===== config.mk =====
export PLATFORM = sky130hd
export DESIGN_NAME = tiered_idle_sleep_controller_core
export DESIGN_NICKNAME = d
export VERILOG_FILES = /design/src/rtl/tisc_pkg.sv /design/src/rtl/tisc_cfg.sv /design/src/rtl/tisc_step.sv /design/src/rtl/tiered_idle_sleep_controller_core.sv
export SDC_FILE = /design/constraint.sdc
export NUM_CORES = 1
export LEC_CHECK = 0
export BUFFER_PORTS_ARGS = -buffer_cell sky130_fd_sc_hd__buf_2
export CORE_MARGIN = 2
export CORE_UTILIZATION = 35
export DETAILED_ROUTE_END_ITERATION = 8
export SYNTH_ARGS = -nofsm -noshare
export SYNTH_HDL_FRONTEND = slang
export SYNTH_SLANG_ARGS = --single-unit

===== constraint.sdc =====
create_clock -name aclk -period 6.6 [get_ports aclk]
set_input_delay 0.66 -clock aclk [delete_from_list [all_inputs] [get_ports aclk]]
set_output_delay 0.66 -clock aclk [all_outputs]
set_load 0.05 [all_outputs]

===== src/rtl/tisc_pkg.sv =====
package tisc_pkg;

    localparam int unsigned TIME_W  = 32;
    localparam int unsigned SONG_W  = 27;
    localparam int unsigned KIND_W  = 2;
    localparam int unsigned ACT_W   = 2;
    localparam int unsigned CFG_AW  = 4;
    localparam int unsigned CFG_DW  = 32;

    localparam logic [TIME_W-1:0] DAY_MS            = 32'd86400000;
    localparam logic [TIME_W-1:0] PRESS_GRACE_MS    = 32'd10000;
    localparam logic [SONG_W:0]   MIN_PLAY_SLEEP_MS = 28'd1000;

    localparam logic [KIND_W-1:0] KIND_PRESS     = 2'd0;
    localparam logic [KIND_W-1:0] KIND_PLAY      = 2'd1;
    localparam logic [KIND_W-1:0] KIND_TRANSPORT = 2'd2;
    localparam logic [KIND_W-1:0] KIND_TICK      = 2'd3;

    localparam logic [ACT_W-1:0] ACT_NONE  = 2'd0;
    localparam logic [ACT_W-1:0] ACT_LIGHT = 2'd1;
    localparam logic [ACT_W-1:0] ACT_DEEP  = 2'd2;

    localparam logic [1:0] REG_LIGHT_TIMEOUT = 2'd0;
    localparam logic [1:0] REG_DEEP_TIMEOUT  = 2'd1;
    localparam logic [1:0] REG_PLAY_DELAY    = 2'd2;
    localparam logic [1:0] REG_WAKE_MARGIN   = 2'd3;

    localparam logic [TIME_W-1:0] LIGHT_TIMEOUT_RST = 32'd30000;
    localparam logic [TIME_W-1:0] DEEP_TIMEOUT_RST  = 32'd300000;
    localparam logic [TIME_W-1:0] PLAY_DELAY_RST    = 32'd10000;
    localparam logic [SONG_W-1:0] WAKE_MARGIN_RST   = 27'd5000;

    typedef struct packed {
        logic [TIME_W-1:0] light_timeout_ms;
        logic [TIME_W-1:0] deep_timeout_ms;
        logic [TIME_W-1:0] play_delay_ms;
        logic [SONG_W-1:0] wakeup_margin_ms;
    } cfg_t;

    typedef struct packed {
        logic [KIND_W-1:0] kind;
        logic [TIME_W-1:0] time_ms;
        logic              now_playing;
        logic              was_playing;
        logic              transport_valid;
        logic [SONG_W-1:0] song_length_ms;
        logic [SONG_W-1:0] position_ms;
    } item_t;

    typedef struct packed {
        logic [ACT_W-1:0]  action;
        logic [TIME_W-1:0] sleep_ms;
        logic              status;
    } result_t;

endpackage


===== src/rtl/tisc_cfg.sv =====
module tisc_cfg
    import tisc_pkg::*;
(
    input  logic              aclk,
    input  logic              aresetn,
    input  logic              psel,
    input  logic              penable,
    input  logic              pwrite,
    input  logic [CFG_AW-1:0] paddr,
    input  logic [CFG_DW-1:0] pwdata,
    output logic [CFG_DW-1:0] prdata,
    output cfg_t              cfg
);

    cfg_t       cfg_reg;
    logic       wr_en;
    logic [1:0] reg_sel;

    assign wr_en   = psel & penable & pwrite;
    assign reg_sel = paddr[3:2];

    always_ff @(posedge aclk) begin
        if (!aresetn) begin
            cfg_reg.light_timeout_ms <= LIGHT_TIMEOUT_RST;
            cfg_reg.deep_timeout_ms  <= DEEP_TIMEOUT_RST;
            cfg_reg.play_delay_ms    <= PLAY_DELAY_RST;
            cfg_reg.wakeup_margin_ms <= WAKE_MARGIN_RST;
        end else if (wr_en) begin
            unique case (reg_sel)
                REG_LIGHT_TIMEOUT: cfg_reg.light_timeout_ms <= pwdata;
                REG_DEEP_TIMEOUT:  cfg_reg.deep_timeout_ms  <= pwdata;
                REG_PLAY_DELAY:    cfg_reg.play_delay_ms    <= pwdata;
                REG_WAKE_MARGIN:   cfg_reg.wakeup_margin_ms <= pwdata[SONG_W-1:0];
            endcase
        end
    end

    always_comb begin
        unique case (reg_sel)
            REG_LIGHT_TIMEOUT: prdata = cfg_reg.light_timeout_ms;
            REG_DEEP_TIMEOUT:  prdata = cfg_reg.deep_timeout_ms;
            REG_PLAY_DELAY:    prdata = cfg_reg.play_delay_ms;
            REG_WAKE_MARGIN:   prdata = {{(CFG_DW-SONG_W){1'b0}}, cfg_reg.wakeup_margin_ms};
        endcase
    end

    assign cfg = cfg_reg;

endmodule


===== src/rtl/tisc_step.sv =====
module tisc_step
    import tisc_pkg::*;
(
    input  logic    aclk,
    input  logic    aresetn,
    input  logic    advance,
    input  cfg_t    cfg,
    input  item_t   item,
    output result_t result
);

    logic [TIME_W-1:0] last_press_reg, last_press_next;
    logic [TIME_W-1:0] play_start_reg, play_start_next;
    logic              pending_reg, pending_next;
    logic              in_play_reg, in_play_next;
    logic              in_light_reg, in_light_next;
    logic [SONG_W-1:0] song_len_reg, song_len_next;
    logic [SONG_W-1:0] song_pos_reg, song_pos_next;

    logic [TIME_W-1:0] idle;
    logic [TIME_W-1:0] since_play;
    logic [SONG_W+1:0] play_left;
    logic              play_long;
    logic              backwards;
    logic              huge_gap;
    logic              deep_due;
    logic              light_due;
    logic              play_arm;

    assign idle       = item.time_ms - last_press_reg;
    assign since_play = item.time_ms - play_start_reg;
    assign backwards  = item.time_ms < last_press_reg;
    assign huge_gap   = idle > DAY_MS;
    assign deep_due   = idle >= cfg.deep_timeout_ms;
    assign light_due  = (idle >= cfg.light_timeout_ms) && !in_light_reg;
    assign play_arm   = item.now_playing && pending_reg && !in_play_reg && !in_light_reg;

    // signed remainder of the song after the wake margin
    assign play_left = {2'b00, song_len_reg} - {2'b00, song_pos_reg}
                     - {2'b00, cfg.wakeup_margin_ms};
    assign play_long = !play_left[SONG_W+1] && (play_left[SONG_W:0] > MIN_PLAY_SLEEP_MS);

    always_comb begin
        last_press_next = last_press_reg;
        play_start_next = play_start_reg;
        pending_next    = pending_reg;
        in_play_next    = in_play_reg;
        in_light_next   = in_light_reg;
        song_len_next   = song_len_reg;
        song_pos_next   = song_pos_reg;
        result          = '0;

        unique case (item.kind)
            KIND_PRESS: begin
                last_press_next = item.time_ms;
                if (in_play_reg || in_light_reg) begin
                    in_play_next  = 1'b0;
                    in_light_next = 1'b0;
                    pending_next  = 1'b0;
                end
            end
            KIND_PLAY: begin
                if (item.now_playing && !item.was_playing) begin
                    play_start_next = item.time_ms;
                    pending_next    = 1'b1;
                    in_play_next    = 1'b0;
                end else if (item.was_playing && !item.now_playing) begin
                    pending_next = 1'b0;
                    in_play_next = 1'b0;
                end
            end
            KIND_TRANSPORT: begin
                if (item.transport_valid) begin
                    song_len_next = item.song_length_ms;
                    song_pos_next = item.position_ms;
                end
            end
            KIND_TICK: begin
                priority if (backwards || huge_gap) begin
                    last_press_next = item.time_ms;
                    result.status   = 1'b1;
                end else if (deep_due) begin
                    result.action = ACT_DEEP;
                end else if (light_due) begin
                    in_light_next   = 1'b1;
                    result.action   = ACT_LIGHT;
                    result.sleep_ms = cfg.deep_timeout_ms - idle;
                end else if (play_arm && (idle >= PRESS_GRACE_MS)
                             && (since_play >= cfg.play_delay_ms)) begin
                    // drop the pending play sleep whether or not one is ordered
                    pending_next = 1'b0;
                    if ((song_len_reg != '0) && play_long) begin
                        in_play_next    = 1'b1;
                        result.action   = ACT_LIGHT;
                        result.sleep_ms = {{(TIME_W-SONG_W-1){1'b0}}, play_left[SONG_W:0]};
                    end
                end else begin
                    result.action = ACT_NONE;
                end
            end
        endcase
    end

    always_ff @(posedge aclk) begin
        if (!aresetn) begin
            last_press_reg <= '0;
            play_start_reg <= '0;
            pending_reg    <= 1'b0;
            in_play_reg    <= 1'b0;
            in_light_reg   <= 1'b0;
            song_len_reg   <= '0;
            song_pos_reg   <= '0;
        end else if (advance) begin
            last_press_reg <= last_press_next;
            play_start_reg <= play_start_next;
            pending_reg    <= pending_next;
            in_play_reg    <= in_play_next;
            in_light_reg   <= in_light_next;
            song_len_reg   <= song_len_next;
            song_pos_reg   <= song_pos_next;
        end
    end

endmodule


===== src/rtl/tiered_idle_sleep_controller_core.sv =====
// A request is held in the input register, then moved into the result register on m_*.
// Throughput: one request per cycle while m_tready does not stall; the input register and
// the result register both advance whenever the result register is empty or being drained.
// Reset (aresetn low, synchronous): clears all tracking state and both valid flags,
// and loads the registers with their default timeouts.
module tiered_idle_sleep_controller_core
    import tisc_pkg::*;
(
    input  logic              aclk,
    input  logic              aresetn,
    input  logic              s_tvalid,
    output logic              s_tready,
    // time_ms[31:0], now_playing[32], was_playing[33], transport_valid[34],
    // song_length_ms[61:35], position_ms[88:62], zero fill [95:89]
    input  logic [95:0]       s_tdata,
    // kind[1:0]
    input  logic [1:0]        s_tuser,
    output logic              m_tvalid,
    input  logic              m_tready,
    // action[1:0], sleep_ms[33:2], status[34], zero fill [39:35]
    output logic [39:0]       m_tdata,
    input  logic              psel,
    input  logic              penable,
    input  logic              pwrite,
    input  logic [CFG_AW-1:0] paddr,
    input  logic [CFG_DW-1:0] pwdata,
    output logic [CFG_DW-1:0] prdata,
    output logic              pready
);

    cfg_t    cfg;
    item_t   in_item_reg, in_item_next;
    logic    in_valid_reg;
    result_t out_reg;
    result_t step_result;
    logic    out_valid_reg;
    logic    advance;

    assign pready = 1'b1;

    tisc_cfg u_cfg (
        .aclk    (aclk),
        .aresetn (aresetn),
        .psel    (psel),
        .penable (penable),
        .pwrite  (pwrite),
        .paddr   (paddr),
        .pwdata  (pwdata),
        .prdata  (prdata),
        .cfg     (cfg)
    );

    // move the held request into the result register when there is room
    assign advance  = in_valid_reg && (!out_valid_reg || m_tready);
    assign s_tready = !in_valid_reg || advance;

    always_comb begin
        in_item_next.kind            = s_tuser;
        in_item_next.time_ms         = s_tdata[31:0];
        in_item_next.now_playing     = s_tdata[32];
        in_item_next.was_playing     = s_tdata[33];
        in_item_next.transport_valid = s_tdata[34];
        in_item_next.song_length_ms  = s_tdata[61:35];
        in_item_next.position_ms     = s_tdata[88:62];
    end

    always_ff @(posedge aclk) begin
        if (!aresetn) begin
            in_valid_reg <= 1'b0;
        end else if (s_tready) begin
            in_valid_reg <= s_tvalid;
        end
    end

    always_ff @(posedge aclk) begin
        if (s_tvalid && s_tready) begin
            in_item_reg <= in_item_next;
        end
    end

    tisc_step u_step (
        .aclk    (aclk),
        .aresetn (aresetn),
        .advance (advance),
        .cfg     (cfg),
        .item    (in_item_reg),
        .result  (step_result)
    );

    always_ff @(posedge aclk) begin
        if (!aresetn) begin
            out_valid_reg <= 1'b0;
        end else if (advance) begin
            out_valid_reg <= 1'b1;
        end else if (m_tready) begin
            out_valid_reg <= 1'b0;
        end
    end

    always_ff @(posedge aclk) begin
        if (advance) begin
            out_reg <= step_result;
        end
    end

    assign m_tvalid = out_valid_reg;
    assign m_tdata  = {5'b0, out_reg.status, out_reg.sleep_ms, out_reg.action};

endmodule


==> results.toml, run 1 <==
[status]
run_status = "finished clean"

[yosys]
synth_area_leader_cell = "dfxtp_1"
netlist_instances = 2764
synthMuxAreaShare = 0.0427
yosys.area_share.simple = 0.174
synth_compound_area_frac = 0.194
seq_area_frac_synth = 0.364
ys_ff_latch = 372
synth_xor_area_frac = 0.0461
syn_area_per_cell_um2 = 8.66
syn_area_um2 = 23900
synth_cell_type_count = 85
synthAdderAreaFrac = 0.118
synth_top_family_by_area = "compound AO/OA/AOI/OAI gates"
synth_warnings = 0
async_flop_share = 0
ys.flop_type = "dfxtp_1"
synth_area_leaders = "dfxtp_1 (21%), edfxtp_1 (16%), ha_1 (11%)"
netlist.area_leader.share = 0.206
synth-edff-count = 126

[placed_design]
place_area_um2 = 25800
pre_cts_slack_ps = 192
port_buffers = 200
dpl.hpwl_mm = 53.7
place.gp.congestion = 0.939

[sta]
finalMaxSlewViolations = 0
relSlewSlack = 0.221
hold_viol = 0
finalCriticalPeriod_ps = 6170
clock_skew_ps = 22.5
fin_setup_tns_ps = 0
setup_viol = 0
period_share = 0.935
fmax_ghz = 0.162
worst_pin_slew_ps = 1170
layout_setup_ws_ps = 426

[floorplanning]
core_area_um2 = 67400
rows = 95
die_w_um = 265
die_area_um2 = 70500
initial_core_util = 0.355
io_pins = 216
die_height_um = 265

[cts]
clkLatencyLatePin_ps = 600
clk_pin_slew_ps = 60
cts_made_buffers = 44
clock-sinks = 372
cts_buffer_depth = 3
cts_tree = "yes"
htree_levels = 2
cts_root_buffer = "clkbuf_16"

[critical_path]
critPathRequiredTime_ps = 6940
arrival_ps = 6520
endpoint = "m_tdata[2]"
path_buf_inv = 5
critPathLaunch = "in_item_reg[57]"
startpoint_type = "register"
max_stage_delay_ps = 440
setup.worst_path.end_class = "register"
crit_chain = "inv_1 -> ha_1 -> inv_1 -> fa_1 -> a21o_1 -> a221oi_2 -> buf_4 -> o21ai_0 -> a21boi_0 -> xnor2_1 -> inv_1 -> ha_1 -> and3_1 -> a221o_1 -> a22oi_1 -> nand3_1 -> a31oi_1 -> o21ai_0 -> a221oi_2 -> a31o_2 -> o21bai_2 -> buf_12 -> nor2_1"
r2r_end = "m_tdata[2]"
cp_slowest_cell = "fa_1"
crit_fanout = 20
cp_common_cell = "inv_1"
reg2reg_slack_ps = 430
critPathKind = "register to register"
reg2regPathDepth = 23
regToRegStartpoint = "in_item_reg[57]"
path_depth = 23
critPathTopFamily = "compound AO/OA/AOI/OAI gates"

[final_layout]
multi_input_area_um2 = 13900
nNetsFinal = 3292
final_cell_area_um2 = 27400
final_common_cell = "nand2_1"
nFillCells = 6756
largest_register_ffs = 123
ff_latch_area_um2 = 8710
syn_to_final_growth_pct = 14.6
drive_gt1_frac = 0.129
final_cell_mix = "nand2_1 (525), inv_1 (254), dfxtp_1 (246), ha_1 (218), buf_2 (199)"

[run]
cap_violations = 0

[drt]
wl_mm = 70.3
first_iter_violations = 1478
wl_per_cell_um = 18.3
drt-vias-per-instance = 5.19
antenna_left = 0
vias = 19900
firstDrtPassIters = 7
drc = 0

[power_and_ir_drop]
ir_worst_vdd_mv = 0.165
p_per_area_nw_per_um2 = 252
p_leak_nw = 10.6

[global_routing]
grt_pass1_wl_mm = 108
grt_max_degree = 160
grt-ovfl-total = 0
grt_usage = 0.195
first_global_vias = 18500
antenna_found_initial = 13

[hold_path]
worstHoldPathType = "input pin to register"
holdPathStages = 1
[routing by layer]
layer  up-vias  part of all wire  global-route usage
li1       9955                 -                   -
met1      9353              0.46               0.264
met2       507              0.46               0.322
met3        89             0.060              0.0372
met4        18             0.018              0.0455
met5         -            0.0014                   0
[cell usage after synthesis, types with 6 or more instances]
cell type    n
a2111oi_0    7
a211o_1      7
a211oi_1    12
a21boi_0   190
a21o_1      67
a21oi_1    164
a21oi_2     10
a31oi_1     10
and2_1      14
and3_1      19
buf_4        7
clkbuf_1    92
dfxtp_1    246
edfxtp_1   126
ha_1       218
inv_1      254
mux2i_1     39
mux4_2      27
nand2_1    525
nand2b_1    25
nand3_1     69
nand3b_1     6
nand4_1     26
nor2_1      94
nor2b_1     56
nor3_1      26
nor4_1      11
o211ai_1    23
o21a_1      14
o21ai_0     85
o21bai_1    20
o31ai_1      7
or2_2       13
or3_1       16
or4_1        8
xnor2_1     81
xor2_1      45
[logic make-up after synthesis]
family          count (synthesis)
mux                            68
buf+inv                       367
fa+ha+maj                     223
other cells                     2
simple gates                  923
xor+xnor                      126
compound gates                683
flops                         372
[worst min path at each step]
stage,startpoint,endpoint
2_1_floorplan,u_step.pending_reg,u_step.pending_reg
3_3_place_gp,u_step.pending_reg,u_step.pending_reg
3_5_place_dp,u_step.pending_reg,u_step.pending_reg
4_1_cts,s_tdata[11],in_item_reg[68]
5_1_grt,s_tdata[14],in_item_reg[71]
6_report,s_tdata[1],in_item_reg[58]
[per-stage QoR]
| step | hold slack (ps) | util | std cells | power (W) |
|---|---|---|---|---|
| 5_1_grt | 214 | 0.407 | 3838 | 0.00725 |
| 3_3_place_gp | 452 | 0.383 | 3754 | 0.00428 |
| 6_report | 237 | 0.407 | 3838 | 0.00691 |
| 2_1_floorplan | 435 | - | 2768 | 0.00382 |
| 3_5_place_dp | 451 | 0.383 | 3754 | 0.00428 |
| 4_1_cts | 206 | 0.406 | 3835 | 0.00694 |
[what timing repair did]
action / CTS / global route
hold buffers: 0 / 0
setup buffers: 0 / 1
gates resized for setup: 0 / 18
endpoints found under the setup margin: 0 / 36
hold endpoints to repair: 0 / 0
[area by class of cell]
type | count | area share
antenna | 2 | 0.000182
clock buffer | 61 | 0.0447
clock inverter | 20 | 0.0117
inverter | 255 | 0.0349
multi-input combinational | 2029 | 0.507
sequential | 372 | 0.318
tap | 873 | 0.0398
timing repair buffer | 226 | 0.0448
[power breakdown]
part           internal [W]  switching, W
registers           0.00244     0.0000490
clock network       0.00158       0.00105
logic              0.000695       0.00109
[worst reg2reg max path: stages, from the launching register on]
cell	delay (ps)
edfxtp_1	400
inv_1	100
ha_1	180
inv_1	60
fa_1	440
a21o_1	260
a221oi_2	350
buf_4	200
o21ai_0	120
a21boi_0	260
xnor2_1	330
inv_1	100
ha_1	340
and3_1	220
a221o_1	390
a22oi_1	240
nand3_1	140
a31oi_1	320
o21ai_0	240
a221oi_2	370
a31o_2	210
o21bai_2	300
buf_12	250
nor2_1	90
Power figures use the tool's default switching activity.
==> inputs of run 2 (changes only) <==
--- a/config.mk
+++ b/config.mk
@@ -6,8 +6,11 @@
 export NUM_CORES = 1
 export LEC_CHECK = 0
 export BUFFER_PORTS_ARGS = -buffer_cell sky130_fd_sc_hd__buf_2
+export CAP_MARGIN = 20
+export CORE_ASPECT_RATIO = 0.75
 export CORE_MARGIN = 2
 export CORE_UTILIZATION = 35
+export CTS_BUF_LIST = sky130_fd_sc_hd__clkbuf_8
 export DETAILED_ROUTE_END_ITERATION = 8
 export SYNTH_ARGS = -nofsm -noshare
 export SYNTH_HDL_FRONTEND = slang
==> run 2 against run 1 <==
Compared with the run above: via count is 1.6% higher; combinational power is 2% higher; clock power is 14% lower; critical path depth stayed put; die area hardly changed; clock skew is 26 ps higher; hold slack worse by 62 ps; sequential power hardly changed; total power is 4.7% lower; non-clock buffer count is 6 higher; wire length is 2.3% higher.
==> results.toml, run 2 (synthesis gave the netlist of run 1 again) <==
[global_routing]
antenna_found_initial = 10
grt_pass1_wl_mm = 110
first_global_vias = 18800
grt_max_degree = 145
grt-ovfl-total = 0
grt_usage = 0.202

[cts]
clkLatencyLatePin_ps = 660
cts_tree = "yes"
clk_pin_slew_ps = 70
cts_root_buffer = "clkbuf_8"
cts_made_buffers = 66
ctsHoldBuffers = 0
htree_levels = 3
cts_buffer_depth = 3
clock-sinks = 372

[critical_path]
critPathRequiredTime_ps = 6980
setup.worst_path.end_class = "register"
arrival_ps = 6600
critPathKind = "register to register"
startpoint_type = "register"
crit_fanout = 29

[final_layout]
drive_gt1_frac = 0.138
final_common_cell = "nand2_1"
fin_cells = 3893
largest_register_ffs = 123
nNetsFinal = 3320
nFillCells = 6878
final_cell_mix = "nand2_1 (525), inv_1 (276), dfxtp_1 (246), ha_1 (218), buf_2 (199)"
syn_to_final_growth_pct = 14.3

[sta]
relSlewSlack = 0.321
rsz0062_at_grt = "false"
finalCriticalPeriod_ps = 6210
fmax_ghz = 0.161
setup_viol = 0
worst_pin_slew_ps = 1020
fin_setup_tns_ps = 0
finalMaxSlewViolations = 0
clock_skew_ps = 48.3
hold_viol = 0
whs_ps = 175
period_share = 0.941

[floorplanning]
initial_core_util = 0.356
die_w_um = 306
core_area_um2 = 67200
die_height_um = 230
die_area_um2 = 70500
io_pins = 216
rows = 82

[power_and_ir_drop]
p_per_area_nw_per_um2 = 241
p_leak_nw = 10.6
ir_worst_vdd_mv = 0.149

[placed_design]
port_buffers = 200
place.gp.congestion = 0.951
dpl.hpwl_mm = 55.1
placedCellCount = 3769

[drt]
drt-vias-per-instance = 5.20
wl_mm = 71.9
vias = 20200
drc = 0
antenna_left = 0
first_iter_violations = 1892
wl_per_cell_um = 18.5
firstDrtPassIters = 5

[run]
cap_violations = 0

[status]
run_status = "finished clean"

[hold_path]
worstHoldPathType = "input pin to register"
run 2: path summary, 6_finish.rpt:
check                          start                 end  slack (ps)  cells past startpoint
setup / recovery     in_item_reg[57]          m_tdata[2]         390                     23
hold / removal            s_tdata[1]     in_item_reg[58]         180                      1
setup reg to reg     in_item_reg[57]          m_tdata[2]         390                     23
hold reg to reg   u_step.pending_reg  u_step.pending_reg         460                      2
run 2: layout make-up:
class	instances	area, µm²	area share
Antenna cell	4	10.0	0.000366
Timing Repair Buffer	232	1280	0.0470
Multi-Input combinational cell	2029	13900	0.509
Clock inverter	44	320	0.0117
Inverter	255	957	0.0350
Clock buffer	75	1030	0.0378
Sequential cell	372	8710	0.319
Tap cell	882	1100	0.0404
run 2: worst max-delay path, cell delays in order, from the launching register on:
cell      delay [ps]
edfxtp_1         420
inv_1            100
ha_1             190
inv_1             60
fa_1             440
a21o_1           270
a221oi_4         380
or4_1            320
nand2_1          220
a21oi_1          210
xnor2_1          230
inv_1            110
ha_1             380
a21o_1           180
a21o_1           200
a221oi_2         340
o21ai_0          170
a31oi_1          310
o21ai_0          260
a221oi_2         420
a31o_2           230
o21bai_2         160
buf_12           220
nor2_1            90
run 2: what timing repair did:
item | 4_1_cts | 5_1_grt
setup buffers | 0 | 0
hold endpoints to repair | 0 | 0
setup endpoints to repair | 0 | 37
resized for setup | 0 | 23
run 2: through the flow:
| stage | setup WS [ps] | utilization | area (µm²) | power, W |
|---|---|---|---|---|
| after floorplan | 931 | - | 23900 | 0.00382 |
| after global placement | 331 | 0.385 | 25900 | 0.00429 |
| after detailed placement | 242 | 0.385 | 25900 | 0.00430 |
| after CTS | 170 | 0.405 | 27200 | 0.00660 |
| after global routing | 11.7 | 0.407 | 27300 | 0.00695 |
| final | 388 | 0.407 | 27300 | 0.00659 |
run 2: report_power, final:
group	switching (W)	internal, W	total, W	leakage, nW
Sequential	0.0000475	0.00244	0.00249	3.20
Clock	0.00103	0.00124	0.00227	0.775
Combinational	0.00113	0.000701	0.00183	6.67
run 2: layer usage:
layer,GRT usage,wire (µm)
met3,0.0506,5960
met5,0,39
met1,0.306,36100
met2,0.283,28300
met4,0.0451,1450
